### src/hdl/nlca_pkg.sv
`timescale 1ns / 1ps
// Package for the tempered cellular-automaton generator.
// Holds the array sizes, command codes, tempering constants and shared types.
// It depends on nothing else.
package nlca_pkg;

	localparam int CELL_COUNT     = 1409;
	localparam int WORDS_PER_STEP = 44;
	localparam int WORD_W         = 32;
	localparam int CHUNK_W        = 64;
	localparam int CHUNK_IDX_W    = 5;

	localparam int POS_W     = $clog2(WORDS_PER_STEP + 1);
	localparam int READ_W    = (WORDS_PER_STEP * WORD_W > CELL_COUNT) ?
		WORDS_PER_STEP * WORD_W : CELL_COUNT;

	localparam logic CMD_LOAD = 1'b0;
	localparam logic CMD_GEN  = 1'b1;

	localparam logic [WORD_W-1:0] TEMPER_MASK_B = 32'h9d2c5680;
	localparam logic [WORD_W-1:0] TEMPER_MASK_C = 32'hefc60000;
	localparam int TEMPER_SHIFT_U = 11;
	localparam int TEMPER_SHIFT_S = 7;
	localparam int TEMPER_SHIFT_T = 15;
	localparam int TEMPER_SHIFT_L = 18;

	typedef struct packed {
		logic load;
		logic gen;
	} nlca_cmd_t;

endpackage

### src/hdl/nlca_temper.sv
`timescale 1ns / 1ps
// Tempering stage: four shift and XOR steps, two of them masked, applied to one raw word.
// Uses the constants of nlca_pkg.
module nlca_temper (
	input  logic [nlca_pkg::WORD_W-1:0] raw_word,
	output logic [nlca_pkg::WORD_W-1:0] tempered_word
);

	logic [nlca_pkg::WORD_W-1:0] y1;
	logic [nlca_pkg::WORD_W-1:0] y2;
	logic [nlca_pkg::WORD_W-1:0] y3;

	assign y1 = raw_word ^ (raw_word >> nlca_pkg::TEMPER_SHIFT_U);
	assign y2 = y1 ^ ((y1 << nlca_pkg::TEMPER_SHIFT_S) & nlca_pkg::TEMPER_MASK_B);
	assign y3 = y2 ^ ((y2 << nlca_pkg::TEMPER_SHIFT_T) & nlca_pkg::TEMPER_MASK_C);
	assign tempered_word = y3 ^ (y3 >> nlca_pkg::TEMPER_SHIFT_L);

endmodule

### config.mk
export PLATFORM = sky130hd
export DESIGN_NAME = nlca_temper
export DESIGN_NICKNAME = d
export VERILOG_FILES = /design/src/hdl/nlca_pkg.sv /design/src/hdl/nlca_temper.sv
export SDC_FILE = /design/constraint.sdc
export NUM_CORES = 1
export LEC_CHECK = 0
export ABC_AREA = 1
export BUFFER_PORTS_ARGS = -buffer_cell sky130_fd_sc_hd__buf_2
export CAP_MARGIN = 10
export CORE_UTILIZATION = 39
export DETAILED_ROUTE_END_ITERATION = 10
export GPL_TIMING_DRIVEN = 0
export PLACE_DENSITY = 0.79
export SLEW_MARGIN = 20
export SYNTH_ARGS = -nofsm -noshare
export SYNTH_HDL_FRONTEND = slang
export SYNTH_SLANG_ARGS = --single-unit
### constraint.sdc
create_clock -name vclk -period 1.1
set_input_delay 0.22 -clock vclk [all_inputs]
set_output_delay 0.22 -clock vclk [all_outputs]
set_load 0.05 [all_outputs]
==> results of run 1 <==
==> through the flow <==
stage               cell area (um^2)  hold slack (ns)  TNS [ns]  setup slack (ns)  instances
floorplan                       1460            0.579     -5.30            -0.587        172
global placement                1810            0.884    -10.28            -0.655        262
detailed placement              1810            0.887    -11.20            -0.717        262
==> cell usage after synthesis <==
master    instances
nand2_2           5
xnor2_1          14
nor2_1            1
xor2_1           16
nand3_1          10
nand2_1          90
nor2_2            1
nand4_1           1
xnor2_2           1
nand3b_1          2
buf_6             1
xor2_2            3
or2_1             1
inv_1            26
==> cells by family after synthesis <==
logic type    count (synthesis)  synth area share
buf+inv                      27             0.122
simple gates                111             0.511
xor+xnor                     34             0.367
==> results.py, run 1 <==
metrics = {
    "die": {
        "fp.dieH_um": 49.9,
        "rows": 16,
        "fp.dieW_um": 49.9,
        "io_pins": 64,
        "initial_core_util": 0.433,
    },
    "yosys": {
        "avgSynthCellArea_um2": 5.19,
        "synth_fp_nets": 204,
        "synthCells": 172,
        "synth_area_um2": 893,
        "yosysWarnings": 0,
        "synth_cell_types": 14,
        "synth_area_leaders": "nand2_1, xor2_1, xnor2_1, inv_1, nand3_1",
        "synth_top_area_frac": 0.378,
        "seq_area_frac_synth": 0,
        "yosysTopAreaCell": "nand2_1",
    },
    "place": {
        "numPortBuffers": 63,
        "hpwl_um": 2580,
        "gp_congestion": 0.853,
    },
    "cts": {
        "post-cts-setup-buffers": 21,
        "cts-resized-gates": 183,
        "hold_buffers": 0,
    },
    "outcome": {
        "error": "[ERROR DPL-0038] Utilization greater than 100%, impossible to legalize",
        "status": "did not finish",
        "stop_stage": "4_1_cts",
    },
}
==> inputs of run 2 (changes only) <==
--- a/config.mk
+++ b/config.mk
@@ -8,10 +8,11 @@
 export ABC_AREA = 1
 export BUFFER_PORTS_ARGS = -buffer_cell sky130_fd_sc_hd__buf_2
 export CAP_MARGIN = 10
-export CORE_UTILIZATION = 39
+export CORE_AREA = 2 2 63 65
 export DETAILED_ROUTE_END_ITERATION = 10
+export DIE_AREA = 0 0 65 67
 export GPL_TIMING_DRIVEN = 0
-export PLACE_DENSITY = 0.79
+export PLACE_DENSITY_LB_ADDON = 0.15
 export SLEW_MARGIN = 20
 export SYNTH_ARGS = -nofsm -noshare
 export SYNTH_HDL_FRONTEND = slang
==> constraint.sdc (replaced) <==
create_clock -name vclk -period 1.4
set_input_delay 0.28 -clock vclk [all_inputs]
set_output_delay 0.28 -clock vclk [all_outputs]
set_load 0.05 [all_outputs]
==> results.py, run 2 <==
metrics = {
    "outcome": {
        "status": "finished with violations",
        "violations": "setup timing",
    },
    "layout": {
        "diodes": 0,
        "nFlopsAndLatches": 0,
        "regArea_um2": 0,
        "post-route-util": 0.774,
        "clkbuf_count": 0,
        "drive_gt1_frac": 0.853,
        "syn_to_final_growth_pct": 212,
        "mostFrequentLayoutCell": "nand2_4",
        "nNetsFinal": 292,
        "final_cell_mix": "nand2_4, nand2_2, buf_6, buf_4, nand2_1",
    },
    "worst_setup_path": {
        "cp_slowest_cell": "or2_4",
        "cp-start-kind": "primary input",
        "criticalPathCategory": "primary input to output pin",
        "cp_slowest_stage_delay_ns": 0.25,
        "cp_max_fo": 2,
        "cp-end-kind": "output pin",
        "path_buf_inv": 2,
        "required_ns": 1.12,
        "crit_family": "XOR/XNOR gates",
        "path_depth": 6,
        "worstPathArrival_ns": 1.25,
        "crit_start": "raw_word[8]",
        "crit_chain": "buf_6 > or2_4 > nand2_4 > xor2_4 > xor2_4 > buf_6",
    },
    "timing": {
        "setup_ws_ns": -0.126,
        "slew_violations": 0,
        "tns_ns": -1.05,
        "slew_headroom": 0.773,
        "fin_crit_sh": 1.09,
        "hold_violations": 0,
        "fin_crit_ns": 1.53,
        "rsz0062_at_grt": "yes",
        "worstMarginPinSlew_ns": 0.340,
        "setup_viol": 13,
        "max_freq_mhz": 655,
    },
    "run": {
        "max-cap-violations": 0,
    },
    "place": {
        "place_ws_ns": -0.476,
        "hpwl_um": 2170,
        "numPortBuffers": 63,
        "gp_congestion": 0.697,
    },
    "min_path": {
        "hold_start": "raw_word[15]",
        "hold_class": "primary input to output pin",
        "hold-path-cell-count": 3,
    },
    "route": {
        "vias_per_cell": 4.39,
        "firstDrtPassIters": 3,
        "ant_nets": 0,
        "wirelength_um": 3590,
        "drtIter0Drc": 40,
        "vias": 1344,
        "drc_errors": 0,
        "routedWlPerCell_um": 11.7,
    },
    "yosys": {
        "synth_commonest_cells": "nand2_1, inv_1, xor2_1",
        "synth_area_leaders": "nand2_1, xor2_1, xnor2_1, inv_1, nand3_1",
        "yosysTopAreaCell": "nand2_1",
        "synth_top_area_frac": 0.378,
        "synth_area_um2": 893,
        "synthCells": 172,
        "synth_fp_nets": 204,
        "seq_area_frac_synth": 0,
        "yosysWarnings": 0,
        "avgSynthCellArea_um2": 5.19,
        "synth_cell_types": 14,
        "synth_most_common_cell": "nand2_1",
    },
    "grt": {
        "grt_first_pass_wirelength_um": 5290,
        "grt_pass1_vias": 1321,
        "grt_overflow": 0,
        "grt_usage": 0.148,
        "antenna_found_initial": 0,
        "grt_max_degree": 6,
    },
    "die": {
        "fp.dieH_um": 67,
        "fp.dieW_um": 65,
        "rows": 22,
        "core_area_um2": 3610,
        "die_area_um2": 4360,
        "io_pins": 64,
        "initial_core_util": 0.248,
    },
    "cts": {
        "hold_buffers": 0,
    },
    "power": {
        "power_leakage_nw": 1.36,
        "vdd_drop_max_v": 0.000461,
        "power_density_nw_per_um2": 772,
    },
}
-- run 2: metrics by stage --
| stage | total power [mW] | hold slack, ns | cell area [um^2] | cells |
|---|---|---|---|---|
| 4_1_cts | 1.93 | 0.950 | 2400 | 302 |
| 6_report | 2.15 | 0.934 | 2790 | 306 |
| 3_3_place_gp | 1.46 | 1.01 | 1700 | 283 |
| 3_5_place_dp | 1.47 | 1.01 | 1700 | 283 |
| 5_1_grt | 2.27 | 0.946 | 2790 | 306 |
| 2_1_floorplan | 1.18 | 0.699 | 1330 | 172 |
-- run 2: routing by layer --
metal	vias to the layer above	routed length, um	part of all wire	track usage
li1	674	-	-	-
met1	634	1140	0.32	0.159
met2	34	2300	0.64	0.321
met3	2	136	0.038	0.00845
met4	0	14	0.0039	0.00798
met5	-	0	0	0
-- run 2: worst paths after layout --
kind | to | slack (ns)
min | tempered_word[15] | 0.93
max | tempered_word[5] | -0.13
-- run 2: final cells by class --
class	instances	area, um^2
Multi-Input combinational cell	145	1660
Timing Repair Buffer	86	931
Fill cell	246	816
Inverter	26	115
Tap cell	48	60.1
Buffer	1	20.0
-- run 2: what timing repair did --
item	CTS	global route
pin swaps	62	52
setup endpoints to repair	26	25
gates resized for setup	155	90
buffers inserted	19	4
-- run 2: logic make-up (layout without fill, tap and decap cells) --
| logic type | Yosys count | in the layout | synth area share |
|---|---|---|---|
| and+or+nand+nor | 111 | 111 | 0.511 |
| xor gates and xnor gates | 34 | 34 | 0.367 |
| buffers and inverters | 27 | 113 | 0.122 |
-- run 2: where the power goes --
part | switching, mW | internal, mW | total, mW
sequential | 0 | 0 | 0
combinational | 1.27 | 0.890 | 2.15
clock | 0 | 0 | 0
total | 1.27 | 0.890 | 2.15
Power figures use the tool's default switching activity.
==> inputs of run 3 (changes only) <==
==> constraint.sdc (replaced) <==
create_clock -name vclk -period 1.4
set_input_delay 0.28 -clock vclk [all_inputs]
set_output_delay 0.28 -clock vclk [all_outputs]
set_load 0.01 [all_outputs]
==> results.py, run 3 (synthesized netlist as in run 2, its figures left out) <==
metrics = {
    "outcome": {
        "status": "finished with violations",
        "violations": "setup timing",
    },
    "layout": {
        "diodes": 0,
        "regArea_um2": 0,
        "post-route-util": 0.546,
        "fillerInstances": 346,
        "multi_input_area_um2": 1180,
        "nFlopsAndLatches": 0,
        "mostFrequentLayoutCell": "nand2_2",
        "syn_to_final_growth_pct": 120,
        "nNetsFinal": 287,
        "fin_area_um2": 1970,
        "drive_gt1_frac": 0.676,
        "clkbuf_count": 0,
        "final_cell_mix": "nand2_2, nand2_1, buf_2",
    },
    "timing": {
        "max_freq_mhz": 690,
        "slew_headroom": 0.866,
        "fin_crit_sh": 1.04,
        "worstMarginPinSlew_ns": 0.199,
        "hold_violations": 0,
        "slew_violations": 0,
        "setup_viol": 5,
        "fin_crit_ns": 1.45,
        "hold_slack_ns": 0.853,
        "tns_ns": -0.170,
        "rsz0062_at_grt": "yes",
        "setup_ws_ns": -0.0502,
    },
    "route": {
        "wirelength_um": 2640,
        "vias": 1216,
        "drc_errors": 0,
        "drtIter0Drc": 27,
        "vias_per_cell": 4.04,
        "ant_nets": 0,
        "firstDrtPassIters": 4,
        "routedWlPerCell_um": 8.77,
    },
    "die": {
        "fp.dieH_um": 67,
        "core_area_um2": 3610,
        "rows": 22,
        "initial_core_util": 0.248,
        "fp.dieW_um": 65,
        "io_pins": 64,
        "die_area_um2": 4360,
    },
    "run": {
        "max-cap-violations": 0,
    },
    "grt": {
        "antenna_found_initial": 0,
        "grt_overflow": 0,
        "grt_first_pass_wirelength_um": 3990,
        "grt_pass1_vias": 998,
        "grt_max_degree": 6,
        "grt_usage": 0.109,
    },
    "worst_setup_path": {
        "cp-end-kind": "output pin",
        "cp-start-kind": "primary input",
        "worstPathArrival_ns": 1.17,
        "cp_max_fo": 5,
        "criticalPathCategory": "primary input to output pin",
        "required_ns": 1.12,
    },
    "power": {
        "p_sw_mw": 0.506,
        "power_frac_clock": 0,
        "power_leakage_nw": 1.07,
        "intPower_mw": 0.483,
        "vdd_drop_max_v": 0.000275,
        "swShare": 0.512,
        "p_comb_frac": 1.000,
        "power_density_nw_per_um2": 502,
        "p_seq_frac": 0,
    },
    "min_path": {
        "hold_class": "primary input to output pin",
    },
    "place": {
        "place_ws_ns": -0.165,
        "gp_congestion": 0.737,
        "hpwl_um": 1990,
        "numPortBuffers": 63,
        "placed_area_um2": 1280,
    },
    "cts": {
        "hold_buffers": 0,
    },
}
==> run 3: cell count changes in the layout (fill, tap and decap cells not counted), moves of 4 or more <==
cell | previous run | this run
buf_12 | 8 | 3
buf_2 | 11 | 41
buf_6 | 24 | 14
buf_8 | 18 | 3
nand2_1 | 20 | 44
nand2_2 | 37 | 47
nand2_4 | 38 | 4
nand3_1 | 1 | 8
nand3_2 | 6 | 2
xor2_1 | 1 | 9
xor2_4 | 12 | 5
==> run 3: power by group through the flow <==
| stage | Sequential, mW | Combinational (mW) | Clock (mW) |
|---|---|---|---|
| global route | 0 | 1.08 | 0 |
| finish | 0 | 0.988 | 0 |
| floorplan | 0 | 0.428 | 0 |
| CTS | 0 | 0.828 | 0 |
| detailed placement | 0 | 0.696 | 0 |
| global placement | 0 | 0.698 | 0 |
==> run 3: path summary, 6_finish.rpt <==
check / start / end / cells after the start
hold / removal: raw_word[28] / tempered_word[28] / 3
setup / recovery: raw_word[14] / tempered_word[25] / 9
==> run 3: final cells by class <==
cell class / count / share of cell area
Multi-Input combinational cell: 145 / 0.597
Timing Repair Buffer: 81 / 0.307
Inverter: 26 / 0.0546
Tap cell: 48 / 0.0305
Buffer: 1 / 0.0102
==> run 3: stage by stage <==
stage | total power, mW | std cells
2_1_floorplan | 0.428 | 172
3_3_place_gp | 0.698 | 283
3_5_place_dp | 0.696 | 283
4_1_cts | 0.828 | 295
5_1_grt | 1.08 | 301
6_report | 0.988 | 301
==> run 3: what timing repair did <==
action                     in CTS  in global routing
setup buffers                  12                  6
pin swaps                      36                 46
setup endpoints to repair      14                 13
gates resized for setup        54                 94
==> run 3: layer usage <==
metal,wire length (um),vias up,GRT usage
met5,0,-,0
met2,1370,38,0.200
met4,0,0,0
met1,1110,511,0.148
li1,-,667,-
met3,165,0,0.00676
==> run 3: worst max-delay path, stage by stage <==
cell and delay, ns:
buf_12 0.13, nor2_2 0.14, nor2_4 0.07, nand2_1 0.08, nand2_2 0.07, nand2_2 0.09, nand2_2 0.06, buf_4 0.13
buf_2 0.13
==> inputs of run 4 (changes only) <==
--- a/config.mk
+++ b/config.mk
@@ -11,8 +11,10 @@
 export CORE_AREA = 2 2 63 65
 export DETAILED_ROUTE_END_ITERATION = 10
 export DIE_AREA = 0 0 65 67
+export GPL_ROUTABILITY_DRIVEN = 0
 export GPL_TIMING_DRIVEN = 0
 export PLACE_DENSITY_LB_ADDON = 0.15
+export REMOVE_ABC_BUFFERS = 1
 export SLEW_MARGIN = 20
 export SYNTH_ARGS = -nofsm -noshare
 export SYNTH_HDL_FRONTEND = slang
==> results.py, run 4 (synthesized netlist as in run 2, its figures left out) <==
metrics = {
    "power": {
        "power_leakage_nw": 1.07,
        "power_mw": 0.990,
        "vdd_drop_max_v": 0.000271,
        "power_density_nw_per_um2": 508,
    },
    "die": {
        "fp.dieW_um": 65,
        "io_pins": 64,
        "rows": 22,
        "core_area_um2": 3610,
        "die_area_um2": 4360,
        "initial_core_util": 0.248,
        "fp.dieH_um": 67,
    },
    "layout": {
        "post-route-util": 0.541,
        "multi_input_area_um2": 1130,
        "mostFrequentLayoutCell": "nand2_1",
        "fin_area_um2": 1950,
        "nFlopsAndLatches": 0,
        "drive_gt1_frac": 0.640,
        "diodes": 0,
        "regArea_um2": 0,
        "final_cell_mix": "nand2_1, nand2_2, buf_2",
        "fin_cells": 301,
        "fillerInstances": 372,
        "clkbuf_count": 0,
        "syn_to_final_growth_pct": 118,
        "nNetsFinal": 287,
    },
    "route": {
        "routedWlPerCell_um": 9.40,
        "firstDrtPassIters": 4,
        "wirelength_um": 2830,
        "drtIter0Drc": 31,
        "vias_per_cell": 4.11,
        "ant_nets": 0,
        "drc_errors": 0,
        "vias": 1238,
    },
    "grt": {
        "grt_usage": 0.108,
        "grt_overflow": 0,
        "grt_pass1_vias": 967,
        "antenna_found_initial": 0,
        "grt_max_degree": 6,
        "grt_first_pass_wirelength_um": 3940,
    },
    "timing": {
        "max_freq_mhz": 698,
        "slew_headroom": 0.850,
        "setup_ws_ns": -0.0323,
        "hold_slack_ns": 0.854,
        "tns_ns": -0.106,
        "fin_crit_ns": 1.43,
        "hold_violations": 0,
        "worstMarginPinSlew_ns": 0.225,
        "slew_violations": 0,
        "fin_crit_sh": 1.02,
        "rsz0062_at_grt": "yes",
        "setup_viol": 5,
    },
    "worst_setup_path": {
        "cp-endpoint": "tempered_word[5]",
        "criticalPathCategory": "primary input to output pin",
        "worstPathArrival_ns": 1.15,
        "cp-start-kind": "primary input",
        "crit_start": "raw_word[8]",
        "required_ns": 1.12,
        "cp-end-kind": "output pin",
        "cp_max_fo": 2,
    },
    "run": {
        "max-cap-violations": 0,
    },
    "place": {
        "placed_area_um2": 1260,
        "place_ws_ns": -0.175,
        "placedCellCount": 283,
        "numPortBuffers": 64,
        "hpwl_um": 2000,
    },
    "outcome": {
        "status": "finished with violations",
        "violations": "setup timing",
    },
    "min_path": {
        "hold_start": "raw_word[15]",
        "hold-path-cell-count": 3,
        "hold_class": "primary input to output pin",
    },
}
==> run 4: cell types whose count changed in the layout (fill, tap and decap cells not counted), moves of 3 or more <==
cell	change
nand2_1	+7
buf_6	+3
nand2_2	-6
buf_2	-5
==> run 4: final cells by class <==
class / instances / share of cell area
inverter: 26 / 0.0552
multi-input combinational: 145 / 0.577
tap: 48 / 0.0308
timing repair buffer: 82 / 0.337
==> run 4: where the power goes <==
group          internal, mW  switching, mW
Combinational         0.492          0.498
Clock                     0              0
Sequential                0              0
==> run 4: per-layer routing <==
metal | wire, um | vias up | track usage | part of all wire
met5 | 0 | - | 0 | 0
met4 | 0 | 0 | 0 | 0
met3 | 143 | 0 | 0.00676 | 0.051
met2 | 1540 | 36 | 0.198 | 0.54
met1 | 1150 | 537 | 0.147 | 0.41
li1 | - | 665 | - | -
==> run 4: how the worst min path moves through the flow <==
stage                              endpoint  slack [ns]
after floorplan           tempered_word[30]        0.64
after global placement    tempered_word[28]        0.89
after detailed placement  tempered_word[28]        0.89
after CTS                 tempered_word[15]        0.87
after global routing      tempered_word[15]        0.87
final                     tempered_word[15]        0.85
==> run 4: worst max-delay path: stages <==
cell and delay, ns:
buf_6 0.09, or2_4 0.25, nand2_4 0.07, xor2_2 0.17
xor2_1 0.15, buf_2 0.14
==> run 4: timing repair <==
item | in CTS | in global routing
setup buffers | 8 | 10
hold buffers | 0 | 0
gates resized for setup | 64 | 83
pin swaps | 36 | 60
endpoints found under the setup margin | 16 | 16
